**config.mk**
```make
export PLATFORM = sky130hd
export DESIGN_NAME = spectrum_peak_decay_centroid
export DESIGN_NICKNAME = d
export VERILOG_FILES = /design/src/rtl/spdc_pkg.sv /design/src/rtl/spdc_divider.sv /design/src/rtl/spectrum_peak_decay_centroid.sv
export SDC_FILE = /design/constraint.sdc
export NUM_CORES = 2
export LEC_CHECK = 0
export BUFFER_PORTS_ARGS = -buffer_cell sky130_fd_sc_hd__buf_2
export CORE_MARGIN = 2
export CORE_UTILIZATION = 40
export CTS_CLUSTER_SIZE = 10
export DETAILED_ROUTE_END_ITERATION = 12
export GPL_ROUTABILITY_DRIVEN = 0
export PLACE_DENSITY = 0.53
export SYNTH_ARGS = -nofsm -noshare
export SYNTH_HDL_FRONTEND = slang
export SYNTH_SLANG_ARGS = --single-unit
```
**constraint.sdc**
```tcl
create_clock -name clock -period 20.8 [get_ports clock]
set_clock_uncertainty 0.2 [all_clocks]
set_input_delay 5.2 -clock clock [delete_from_list [all_inputs] [get_ports clock]]
set_output_delay 5.2 -clock clock [all_outputs]
set_load 0.1 [all_outputs]
```
**src/rtl/spdc_pkg.sv**
```systemverilog
`timescale 1ns / 1ps
`default_nettype none

package spdc_pkg;

   // Field widths
   localparam int LEVEL_BITS    = 16;
   localparam int BAND_NUM_W    = 7;
   localparam int ACC_BITS      = 23;
   localparam int WACC_BITS     = 30;
   localparam int FRAC_BITS     = 16;
   localparam int IN_DATA_W     = 16;
   localparam int OUT_FIELDS_W  = BAND_NUM_W + LEVEL_BITS + LEVEL_BITS + ACC_BITS
                                  + ACC_BITS + FRAC_BITS;
   localparam int OUT_DATA_W    = ((OUT_FIELDS_W + 7) / 8) * 8;
   localparam int OUT_USER_W    = 2;

   // Band storage
   localparam int MAX_BANDS_DEF = 128;
   localparam int NBANDS_MIN    = 3;

   // Divide by three as multiply by reciprocal, exact up to 1024 bands
   localparam int THIRD_RECIP   = 2731;
   localparam int THIRD_SHIFT   = 13;

   // Configuration port
   localparam int CSR_IDX_W     = 2;
   localparam int CSR_DATA_W    = 16;
   localparam int NBANDS_W      = 8;
   localparam logic [CSR_IDX_W-1:0] CSR_DECAY_FACTOR = 2'd0;
   localparam logic [CSR_IDX_W-1:0] CSR_NUM_BANDS    = 2'd1;
   localparam logic [LEVEL_BITS-1:0] DECAY_RESET     = 16'd62915;
   localparam logic [NBANDS_W-1:0]   NBANDS_RESET    = 8'd128;

endpackage

`default_nettype wire

```
**src/rtl/spdc_divider.sv**
```systemverilog
`timescale 1ns / 1ps
`default_nettype none

module spdc_divider #(
   parameter int NUM_W = 46,
   parameter int DEN_W = 30
) (
   input  wire logic             clock,
   input  wire logic             reset,
   input  wire logic             start,
   input  wire logic [NUM_W-1:0] num,
   input  wire logic [DEN_W-1:0] den,
   output logic                  done,
   output logic      [NUM_W-1:0] quotient
);

   localparam int CNT_W = $clog2(NUM_W + 1);

   logic [DEN_W-1:0] rem_ff, rem_in;
   logic [NUM_W-1:0] quo_ff, quo_in;
   logic [DEN_W-1:0] den_ff, den_in;
   logic [CNT_W-1:0] count_ff, count_in;
   logic             busy_ff, busy_in;
   logic             done_ff, done_in;

   logic [DEN_W:0]   shifted;
   logic [DEN_W:0]   diff;

   // One restoring quotient bit per cycle
   always_comb begin
      rem_in   = rem_ff;
      quo_in   = quo_ff;
      den_in   = den_ff;
      count_in = count_ff;
      busy_in  = busy_ff;
      done_in  = 1'b0;
      shifted  = {rem_ff, quo_ff[NUM_W-1]};
      diff     = shifted - {1'b0, den_ff};
      if (start) begin
         rem_in   = '0;
         quo_in   = num;
         den_in   = den;
         count_in = CNT_W'(NUM_W);
         busy_in  = 1'b1;
      end else if (busy_ff) begin
         if (!diff[DEN_W]) begin
            rem_in = diff[DEN_W-1:0];
            quo_in = {quo_ff[NUM_W-2:0], 1'b1};
         end else begin
            rem_in = shifted[DEN_W-1:0];
            quo_in = {quo_ff[NUM_W-2:0], 1'b0};
         end
         count_in = count_ff - 1'b1;
         if (count_ff == CNT_W'(1)) begin
            busy_in = 1'b0;
            done_in = 1'b1;
         end
      end
   end

   always_ff @(posedge clock) begin
      rem_ff   <= rem_in;
      quo_ff   <= quo_in;
      den_ff   <= den_in;
      count_ff <= count_in;
      if (reset) begin
         busy_ff <= 1'b0;
         done_ff <= 1'b0;
      end else begin
         busy_ff <= busy_in;
         done_ff <= done_in;
      end
   end

   assign done     = done_ff;
   assign quotient = quo_ff;

endmodule

`default_nettype wire

```
**src/rtl/spectrum_peak_decay_centroid.sv**
```systemverilog
`timescale 1ns / 1ps
`default_nettype none
// Ordinary band: the item passes the DECAY, UPDATE and WADD states; no new item is accepted until its result is loaded.
// Last band of a frame: a shift-subtract division of 46 steps in the shared divider for the
// low average, then a second one for the centroid unless the lower-half sum is zero.
// The decay, weight and centroid divisor products share one 23 x 16 multiplier.
// Synchronous active-high reset; afterwards a clearing pass zeroes the band level
// memory, one entry a cycle over all MAX_BANDS entries, while no item is accepted.

module spectrum_peak_decay_centroid
   import spdc_pkg::*;
#(
   parameter int MAX_BANDS = MAX_BANDS_DEF
) (
   input  wire logic                  clock,
   input  wire logic                  reset,
   // req_tdata: band_magnitude[15:0]
   input  wire logic                  req_tvalid,
   output logic                       req_tready,
   input  wire logic [IN_DATA_W-1:0]  req_tdata,
   input  wire logic                  req_tlast,
   // rsp_tdata: band_number[6:0], smoothed_level[22:7], low_average[38:23],
   //            mid_total[61:39], high_total[84:62], centroid_fraction[100:85], zero pad
   output logic                       rsp_tvalid,
   input  wire logic                  rsp_tready,
   output logic [OUT_DATA_W-1:0]      rsp_tdata,
   // rsp_tuser: frame_done[0], centroid_undefined[1]
   output logic [OUT_USER_W-1:0]      rsp_tuser,
   input  wire logic                  csr_we,
   input  wire logic [CSR_IDX_W-1:0]  csr_index,
   input  wire logic [CSR_DATA_W-1:0] csr_wdata
);

   localparam int CNT_W   = $clog2(MAX_BANDS);
   localparam int N_W     = $clog2(MAX_BANDS + 1);
   localparam int HALF_W  = N_W - 1;
   localparam int CMP_W   = (N_W > NBANDS_W) ? N_W : NBANDS_W;
   localparam int P3_W    = N_W + THIRD_SHIFT;
   localparam int MUL_A_W = ACC_BITS;
   localparam int MUL_B1  = (LEVEL_BITS > CNT_W) ? LEVEL_BITS : CNT_W;
   localparam int MUL_B_W = (MUL_B1 > HALF_W) ? MUL_B1 : HALF_W;
   localparam int MUL_P_W = MUL_A_W + MUL_B_W;
   localparam int DEN_W   = ACC_BITS + HALF_W;
   localparam int NUM_W   = WACC_BITS + FRAC_BITS;
   localparam int PAD_W   = OUT_DATA_W - OUT_FIELDS_W;

   typedef enum logic [3:0] {
      ST_CLEAR, ST_IDLE, ST_DECAY, ST_UPDATE, ST_WADD,
      ST_LOW_GO, ST_LOW_WAIT, ST_CEN_GO, ST_CEN_WAIT, ST_FINISH
   } state_type;

   state_type state_ff, state_in;

   // Configuration and derived band thresholds
   logic [LEVEL_BITS-1:0] decay_ff;
   logic [NBANDS_W-1:0]   nbands_ff;
   logic [N_W-1:0]        n_ff, third_ff, two_third_ff;
   logic [HALF_W-1:0]     half_ff;
   logic [CMP_W-1:0]      nb_ext;
   logic [N_W-1:0]        n_clamp;
   logic [P3_W-1:0]       third_prod;
   logic [N_W-1:0]        third_val;

   // Item and frame state
   logic [CNT_W-1:0]      cnt_ff, cnt_in;
   logic [CNT_W-1:0]      clr_ff, clr_in;
   logic [CNT_W-1:0]      idx_ff, idx_in;
   logic [LEVEL_BITS-1:0] mag_ff, mag_in;
   logic                  last_ff, last_in;
   logic [LEVEL_BITS-1:0] level_ff, level_in;
   logic [ACC_BITS-1:0]   low_acc_ff, low_acc_in;
   logic [ACC_BITS-1:0]   mid_acc_ff, mid_acc_in;
   logic [ACC_BITS-1:0]   high_acc_ff, high_acc_in;
   logic [ACC_BITS-1:0]   lower_acc_ff, lower_acc_in;
   logic [WACC_BITS-1:0]  wacc_ff, wacc_in;
   logic [LEVEL_BITS-1:0] avg_ff, avg_in;
   logic [FRAC_BITS-1:0]  frac_ff, frac_in;
   logic                  undef_ff, undef_in;

   // Shared multiplier
   logic [MUL_A_W-1:0]    mul_a;
   logic [MUL_B_W-1:0]    mul_b;
   logic                  mul_en;
   logic [MUL_P_W-1:0]    prod_ff, prod_in;

   // Level memory
   logic [LEVEL_BITS-1:0] levels [MAX_BANDS];
   logic [LEVEL_BITS-1:0] rd_ff;
   logic                  mem_we;
   logic [CNT_W-1:0]      mem_addr;
   logic [LEVEL_BITS-1:0] mem_wdata;

   // Divider hookup
   logic                  div_start;
   logic [NUM_W-1:0]      div_num;
   logic [DEN_W-1:0]      div_den;
   logic                  div_done;
   logic [NUM_W-1:0]      div_quo;
   logic [FRAC_BITS-1:0]  div_sat;

   // Result register
   logic                  out_valid_ff, out_valid_in;
   logic [BAND_NUM_W-1:0] o_band_ff, o_band_in;
   logic [LEVEL_BITS-1:0] o_level_ff, o_level_in;
   logic                  o_done_ff, o_done_in;
   logic [LEVEL_BITS-1:0] o_low_ff, o_low_in;
   logic [ACC_BITS-1:0]   o_mid_ff, o_mid_in;
   logic [ACC_BITS-1:0]   o_high_ff, o_high_in;
   logic [FRAC_BITS-1:0]  o_frac_ff, o_frac_in;
   logic                  o_undef_ff, o_undef_in;

   logic [LEVEL_BITS-1:0] decayed;
   logic [LEVEL_BITS-1:0] level_new;
   logic [N_W-1:0]        idx_ext;
   logic                  in_low, in_mid, in_half;
   logic                  out_free;
   logic                  finish_go;

   // Clamp band count and split it into thirds and halves
   always_comb begin
      nb_ext = CMP_W'(nbands_ff);
      if (nb_ext < CMP_W'(NBANDS_MIN)) begin
         n_clamp = N_W'(NBANDS_MIN);
      end else if (nb_ext > CMP_W'(MAX_BANDS)) begin
         n_clamp = N_W'(MAX_BANDS);
      end else begin
         n_clamp = N_W'(nb_ext);
      end
      third_prod = P3_W'(n_clamp) * P3_W'(THIRD_RECIP);
      third_val  = third_prod[THIRD_SHIFT +: N_W];
   end

   always_ff @(posedge clock) begin
      n_ff         <= n_clamp;
      third_ff     <= third_val;
      two_third_ff <= {third_val[N_W-2:0], 1'b0};
      half_ff      <= n_clamp[N_W-1:1];
   end

   // Write configuration registers
   always_ff @(posedge clock) begin
      if (reset) begin
         decay_ff  <= DECAY_RESET;
         nbands_ff <= NBANDS_RESET;
      end else if (csr_we) begin
         unique case (csr_index)
            CSR_DECAY_FACTOR: decay_ff  <= csr_wdata[LEVEL_BITS-1:0];
            CSR_NUM_BANDS:    nbands_ff <= csr_wdata[NBANDS_W-1:0];
            default:          ;
         endcase
      end
   end

   // Band level memory, read data registered
   always_ff @(posedge clock) begin
      if (mem_we) begin
         levels[mem_addr] <= mem_wdata;
      end
      rd_ff <= levels[cnt_ff];
   end

   spdc_divider #(
      .NUM_W (NUM_W),
      .DEN_W (DEN_W)
   ) u_divider (
      .clock    (clock),
      .reset    (reset),
      .start    (div_start),
      .num      (div_num),
      .den      (div_den),
      .done     (div_done),
      .quotient (div_quo)
   );

   assign div_sat = (|div_quo[NUM_W-1:FRAC_BITS]) ? {FRAC_BITS{1'b1}} : div_quo[FRAC_BITS-1:0];

   assign decayed   = prod_ff[LEVEL_BITS +: LEVEL_BITS];
   assign level_new = (decayed < mag_ff) ? mag_ff : decayed;
   assign idx_ext   = N_W'(idx_ff);
   assign in_low    = idx_ext < third_ff;
   assign in_mid    = idx_ext < two_third_ff;
   assign in_half   = idx_ext < N_W'(half_ff);
   assign out_free  = !out_valid_ff || rsp_tready;

   // Sequencer
   always_comb begin
      state_in     = state_ff;
      cnt_in       = cnt_ff;
      clr_in       = clr_ff;
      idx_in       = idx_ff;
      mag_in       = mag_ff;
      last_in      = last_ff;
      level_in     = level_ff;
      low_acc_in   = low_acc_ff;
      mid_acc_in   = mid_acc_ff;
      high_acc_in  = high_acc_ff;
      lower_acc_in = lower_acc_ff;
      wacc_in      = wacc_ff;
      avg_in       = avg_ff;
      frac_in      = frac_ff;
      undef_in     = undef_ff;
      out_valid_in = out_valid_ff && !rsp_tready;
      o_band_in    = o_band_ff;
      o_level_in   = o_level_ff;
      o_done_in    = o_done_ff;
      o_low_in     = o_low_ff;
      o_mid_in     = o_mid_ff;
      o_high_in    = o_high_ff;
      o_frac_in    = o_frac_ff;
      o_undef_in   = o_undef_ff;
      mul_a        = '0;
      mul_b        = '0;
      mul_en       = 1'b0;
      mem_we       = 1'b0;
      mem_addr     = idx_ff;
      mem_wdata    = level_new;
      div_start    = 1'b0;
      div_num      = NUM_W'(low_acc_ff);
      div_den      = DEN_W'(n_ff);
      finish_go    = 1'b0;

      unique case (state_ff)
         ST_CLEAR: begin
            mem_we    = 1'b1;
            mem_addr  = clr_ff;
            mem_wdata = '0;
            clr_in    = clr_ff + 1'b1;
            if (clr_ff == CNT_W'(MAX_BANDS - 1)) begin
               state_in = ST_IDLE;
            end
         end
         ST_IDLE: begin
            if (req_tvalid) begin
               idx_in   = cnt_ff;
               mag_in   = req_tdata[LEVEL_BITS-1:0];
               last_in  = req_tlast;
               state_in = ST_DECAY;
            end
         end
         ST_DECAY: begin
            mul_a    = MUL_A_W'(rd_ff);
            mul_b    = MUL_B_W'(decay_ff);
            mul_en   = 1'b1;
            state_in = ST_UPDATE;
         end
         ST_UPDATE: begin
            // Store the held level, add it to its third and, in the lower half, to the lower-half sum
            mem_we   = 1'b1;
            level_in = level_new;
            if (in_low) begin
               low_acc_in = low_acc_ff + ACC_BITS'(level_new);
            end else if (in_mid) begin
               mid_acc_in = mid_acc_ff + ACC_BITS'(level_new);
            end else begin
               high_acc_in = high_acc_ff + ACC_BITS'(level_new);
            end
            if (in_half) begin
               lower_acc_in = lower_acc_ff + ACC_BITS'(level_new);
            end
            mul_a    = MUL_A_W'(level_new);
            mul_b    = MUL_B_W'(idx_ff);
            mul_en   = 1'b1;
            state_in = ST_WADD;
         end
         ST_WADD: begin
            if (in_half) begin
               wacc_in = wacc_ff + prod_ff[WACC_BITS-1:0];
            end
            // Centroid divisor for the frame end
            mul_a  = lower_acc_ff;
            mul_b  = MUL_B_W'(half_ff);
            mul_en = 1'b1;
            if (last_ff) begin
               state_in = ST_LOW_GO;
            end else if (out_free) begin
               finish_go = 1'b1;
            end else begin
               state_in = ST_FINISH;
            end
         end
         ST_LOW_GO: begin
            div_start = 1'b1;
            state_in  = ST_LOW_WAIT;
         end
         ST_LOW_WAIT: begin
            if (div_done) begin
               avg_in = div_sat;
               if (lower_acc_ff == '0) begin
                  frac_in  = '0;
                  undef_in = 1'b1;
                  state_in = ST_FINISH;
               end else begin
                  undef_in = 1'b0;
                  state_in = ST_CEN_GO;
               end
            end
         end
         ST_CEN_GO: begin
            div_start = 1'b1;
            div_num   = {wacc_ff, {FRAC_BITS{1'b0}}};
            div_den   = prod_ff[DEN_W-1:0];
            state_in  = ST_CEN_WAIT;
         end
         ST_CEN_WAIT: begin
            if (div_done) begin
               frac_in  = div_sat;
               state_in = ST_FINISH;
            end
         end
         ST_FINISH: begin
            if (out_free) begin
               finish_go = 1'b1;
            end
         end
         default: begin
            state_in = ST_IDLE;
         end
      endcase

      // Load the result register and advance or clear the frame
      if (finish_go) begin
         out_valid_in = 1'b1;
         o_band_in    = BAND_NUM_W'(idx_ff);
         o_level_in   = level_ff;
         state_in     = ST_IDLE;
         if (last_ff) begin
            o_done_in    = 1'b1;
            o_low_in     = avg_ff;
            o_mid_in     = mid_acc_ff;
            o_high_in    = high_acc_ff;
            o_frac_in    = frac_ff;
            o_undef_in   = undef_ff;
            cnt_in       = '0;
            low_acc_in   = '0;
            mid_acc_in   = '0;
            high_acc_in  = '0;
            lower_acc_in = '0;
            wacc_in      = '0;
         end else begin
            o_done_in  = 1'b0;
            o_low_in   = '0;
            o_mid_in   = '0;
            o_high_in  = '0;
            o_frac_in  = '0;
            o_undef_in = 1'b0;
            cnt_in     = (idx_ff == CNT_W'(MAX_BANDS - 1)) ? '0 : idx_ff + 1'b1;
         end
      end
   end

   assign prod_in = mul_en ? (MUL_P_W'(mul_a) * MUL_P_W'(mul_b)) : prod_ff;

   always_ff @(posedge clock) begin
      if (reset) begin
         state_ff     <= ST_CLEAR;
         clr_ff       <= '0;
         cnt_ff       <= '0;
         low_acc_ff   <= '0;
         mid_acc_ff   <= '0;
         high_acc_ff  <= '0;
         lower_acc_ff <= '0;
         wacc_ff      <= '0;
         out_valid_ff <= 1'b0;
      end else begin
         state_ff     <= state_in;
         clr_ff       <= clr_in;
         cnt_ff       <= cnt_in;
         low_acc_ff   <= low_acc_in;
         mid_acc_ff   <= mid_acc_in;
         high_acc_ff  <= high_acc_in;
         lower_acc_ff <= lower_acc_in;
         wacc_ff      <= wacc_in;
         out_valid_ff <= out_valid_in;
      end
      idx_ff     <= idx_in;
      mag_ff     <= mag_in;
      last_ff    <= last_in;
      level_ff   <= level_in;
      prod_ff    <= prod_in;
      avg_ff     <= avg_in;
      frac_ff    <= frac_in;
      undef_ff   <= undef_in;
      o_band_ff  <= o_band_in;
      o_level_ff <= o_level_in;
      o_done_ff  <= o_done_in;
      o_low_ff   <= o_low_in;
      o_mid_ff   <= o_mid_in;
      o_high_ff  <= o_high_in;
      o_frac_ff  <= o_frac_in;
      o_undef_ff <= o_undef_in;
   end

   assign req_tready = (state_ff == ST_IDLE);
   assign rsp_tvalid = out_valid_ff;
   assign rsp_tdata  = {{PAD_W{1'b0}}, o_frac_ff, o_high_ff, o_mid_ff, o_low_ff,
                        o_level_ff, o_band_ff};
   assign rsp_tuser  = {o_undef_ff, o_done_ff};

endmodule

`default_nettype wire
```
==> run_results.csv <==
group,metric,value,unit
sta,setup_tns,0,ns
clock_tree,clk_latency,0.90,ns
die,die_h,542,microns
placed_design,io_buffers,144,
power_and_ir_drop,power,10600,uW
global_route,grt_max_degree,100,
clock_tree,clockBufferDepth,4,
power_and_ir_drop,power_leakage,0.0443,uW
critical_path,cp_slowest_cell,"a221oi_1",
die,die_w,542,microns
die,dieArea,0.294,sq mm
sta,fmax,93.7,MHz
detailed_routing,drtIter0Drc,5904,
worst_hold_path,hold_path.class,"flop to flop",
global_route,antenna_found_initial,16,
cells_and_area,layout_common_cells,"edfxtp_1, mux4_2, nand2_1",
placed_design,dp_hpwl,201,mm
global_route,track_usage,0.212,
synthesis,syn_area_per_cell,16.6,sq um
job,max-cap-violations,0,
outcome,run_status,"completed",
synthesis,synth_area,0.116,sq mm
sta,slew_headroom,0.138,
clock_tree,cts_hold_buf,0,
sta,tightest_slew,1.29,ns
cells_and_area,final_common_cell,"edfxtp_1",
global_route,grt_pass1_wl,455,mm
synthesis,ys_ff_latch,2566,
detailed_routing,dr_total_vias,63100,
cells_and_area,area_growth,12.8,%
sta,finalHoldViolations,0,
detailed_routing,drc,0,
critical_path,path_class,"flop to flop",
sta,min_period,10.67,ns
synthesis,synthCells,6969,
cells_and_area,final_layout_size_suffix_gt1_frac,0.201,
clock_tree,cts_setup_buffers,0,
clock_tree,htreeDepth,5,
synthesis,yosysUniqueCellTypes,80,
critical_path,cpPeakStageDelay,0.90,ns
clock_tree,cts_tree,"built",
synthesis,ys_warn_count,0,
sta,setup_viol,0,
critical_path,cp.arrival,11.04,ns
detailed_routing,wl,312,mm
detailed_routing,viasPerCell,5.61,
clock_tree,clk_pin_slew,0.06,ns
critical_path,cp-start-kind,"flop",
detailed_routing,post_drt_wl_per_cell,27.7,microns
critical_path,worst_path_most_repeated_cell,"fa_1",
critical_path,end_kind,"flop",
critical_path,ff2ff_setup_slack,10.13,ns
clock_tree,cts_num_sinks,2566,
sta,rsz0062_at_grt,"false",
sta,maxSlewViolCount,0,
critical_path,crit_fanout,16,
clock_tree,cts_resized,0,
synthesis,synth_seq_area_share,0.645,
clock_tree,root_buffer,"clkbuf_16",
detailed_routing,ant_nets,0,
sta,fin_hold_ws,0.207,ns
power_and_ir_drop,pwr_density_cell,81.0,mW/mm^2
detailed_routing,drt_first_pass_iters,6,
die,core_area,0.288,sq mm
global_route,grt_pass1_vias,64295,
die,initial_core_util,0.402,
synthesis,synth_edf_count,2332,
cells_and_area,finalNetCount,7982,
synthesis,synth_flop_cell,"edfxtp_1",
clock_tree,cts_made_buffers,307,
synthesis,async_flop_share,0,
sta,post-route-period-util,0.513,
die,placementRows,197,
cells_and_area,fill_cells,24747,
power_and_ir_drop,ir_drop,0.0671,mV
critical_path,cp_data_required_time,21.17,ns
global_route,overflow,0,
die,io_pins,148,
==> cell usage after synthesis (136+ instances only) <==
| cell type | n | area (sq um) |
|---|---|---|
| ha_1 | 283 | 3540 |
| inv_1 | 436 | 1640 |
| and2_1 | 136 | 851 |
| o21ai_0 | 149 | 746 |
| edfxtp_1 | 2332 | 70000 |
| fa_1 | 296 | 5930 |
| mux4_2 | 672 | 15100 |
| dfxtp_1 | 234 | 4680 |
| nand2_1 | 469 | 1760 |
| clkbuf_1 | 203 | 762 |
| nor2_1 | 423 | 1590 |
| a21oi_1 | 196 | 981 |
==> cell type report <==
type,count,area [sq um],share of cell area
multi-input combinational,3672,38500,0.295
tap,3781,4730,0.0362
inverter,438,1640,0.0126
sequential,2566,74700,0.572
clock inverter,31,359,0.00275
timing repair buffer,378,2510,0.0192
antenna,3,7.51,0.0000574
clock buffer,384,8200,0.0628
==> registers in the layout, indices dropped and copies added (netlist names), 23 cells and up <==
name / cells
u_divider.rem_ff: 30
o_mid_ff: 23
u_divider.den_ff: 30
o_high_ff: 23
prod_ff: 32
mid_acc_ff: 23
wacc_ff: 30
lower_acc_ff: 23
low_acc_ff: 23
high_acc_ff: 23
u_divider.quotient: 46
levels: 2048
==> power by group <==
part	switching (uW)	internal [uW]	total, uW	leakage [uW]
clock	1990	2780	4760	0.00416
combinational	140	86.9	227	0.0174
sequential	23.2	5570	5590	0.0228
total	2150	8430	10600	0.0443
==> cell families (layout without fill, tap and decap cells) <==
group | after synthesis | after routing | synth area share
fa+ha+maj | 579 | 579 | 0.0817
simple gates | 1457 | 1457 | 0.0583
mux | 791 | 791 | 0.141
other cells | 2 | 41 | 0.0000648
compound gates | 640 | 640 | 0.0352
buf+inv | 767 | 1231 | 0.0259
xor+xnor | 167 | 167 | 0.0127
flops | 2566 | 2566 | 0.645
==> per-layer routing <==
layer	share of wire	track usage	vias up
li1	-	-	27253
met5	0	0	-
met4	0.038	0.0770	0
met1	0.44	0.302	33425
met3	0.054	0.0267	486
met2	0.47	0.337	1936
==> through the flow <==
step           instances  utilization  cell area [sq um]  setup WS [ns]
3_5_place_dp       10835        0.424             122000          10.29
4_1_cts            11250        0.454             131000          10.23
6_report           11253        0.454             131000          10.13
3_3_place_gp       10835        0.424             122000          10.40
2_1_floorplan       7005            -             116000           9.54
5_1_grt            11251        0.454             131000           9.57
==> worst paths after layout <==
| check | from | end | cells after the start |
|---|---|---|---|
| max reg2reg | prod_ff[17]$_DFFE_PP_ | prod_ff[31]$_DFFE_PP_ | 31 |
| min | level_ff[11]$_DFFE_PP_ | o_level_ff[11]$_DFFE_PP_ | 0 |
| max | prod_ff[17]$_DFFE_PP_ | prod_ff[31]$_DFFE_PP_ | 31 |
| min reg2reg | level_ff[11]$_DFFE_PP_ | o_level_ff[11]$_DFFE_PP_ | 0 |
==> critical path: cells and delay by family (launching register included) <==
kind	cells	cell delay [ns]
AO/OA/AOI/OAI	12	4.55
XOR/XNOR	1	0.12
adder cells (fa/ha/maj)	8	3.55
buffers and inverters	4	0.19
flip-flops	1	0.44
multiplexers	1	0.56
AND/OR/NAND/NOR	5	0.75
Power figures use the tool's default switching activity.
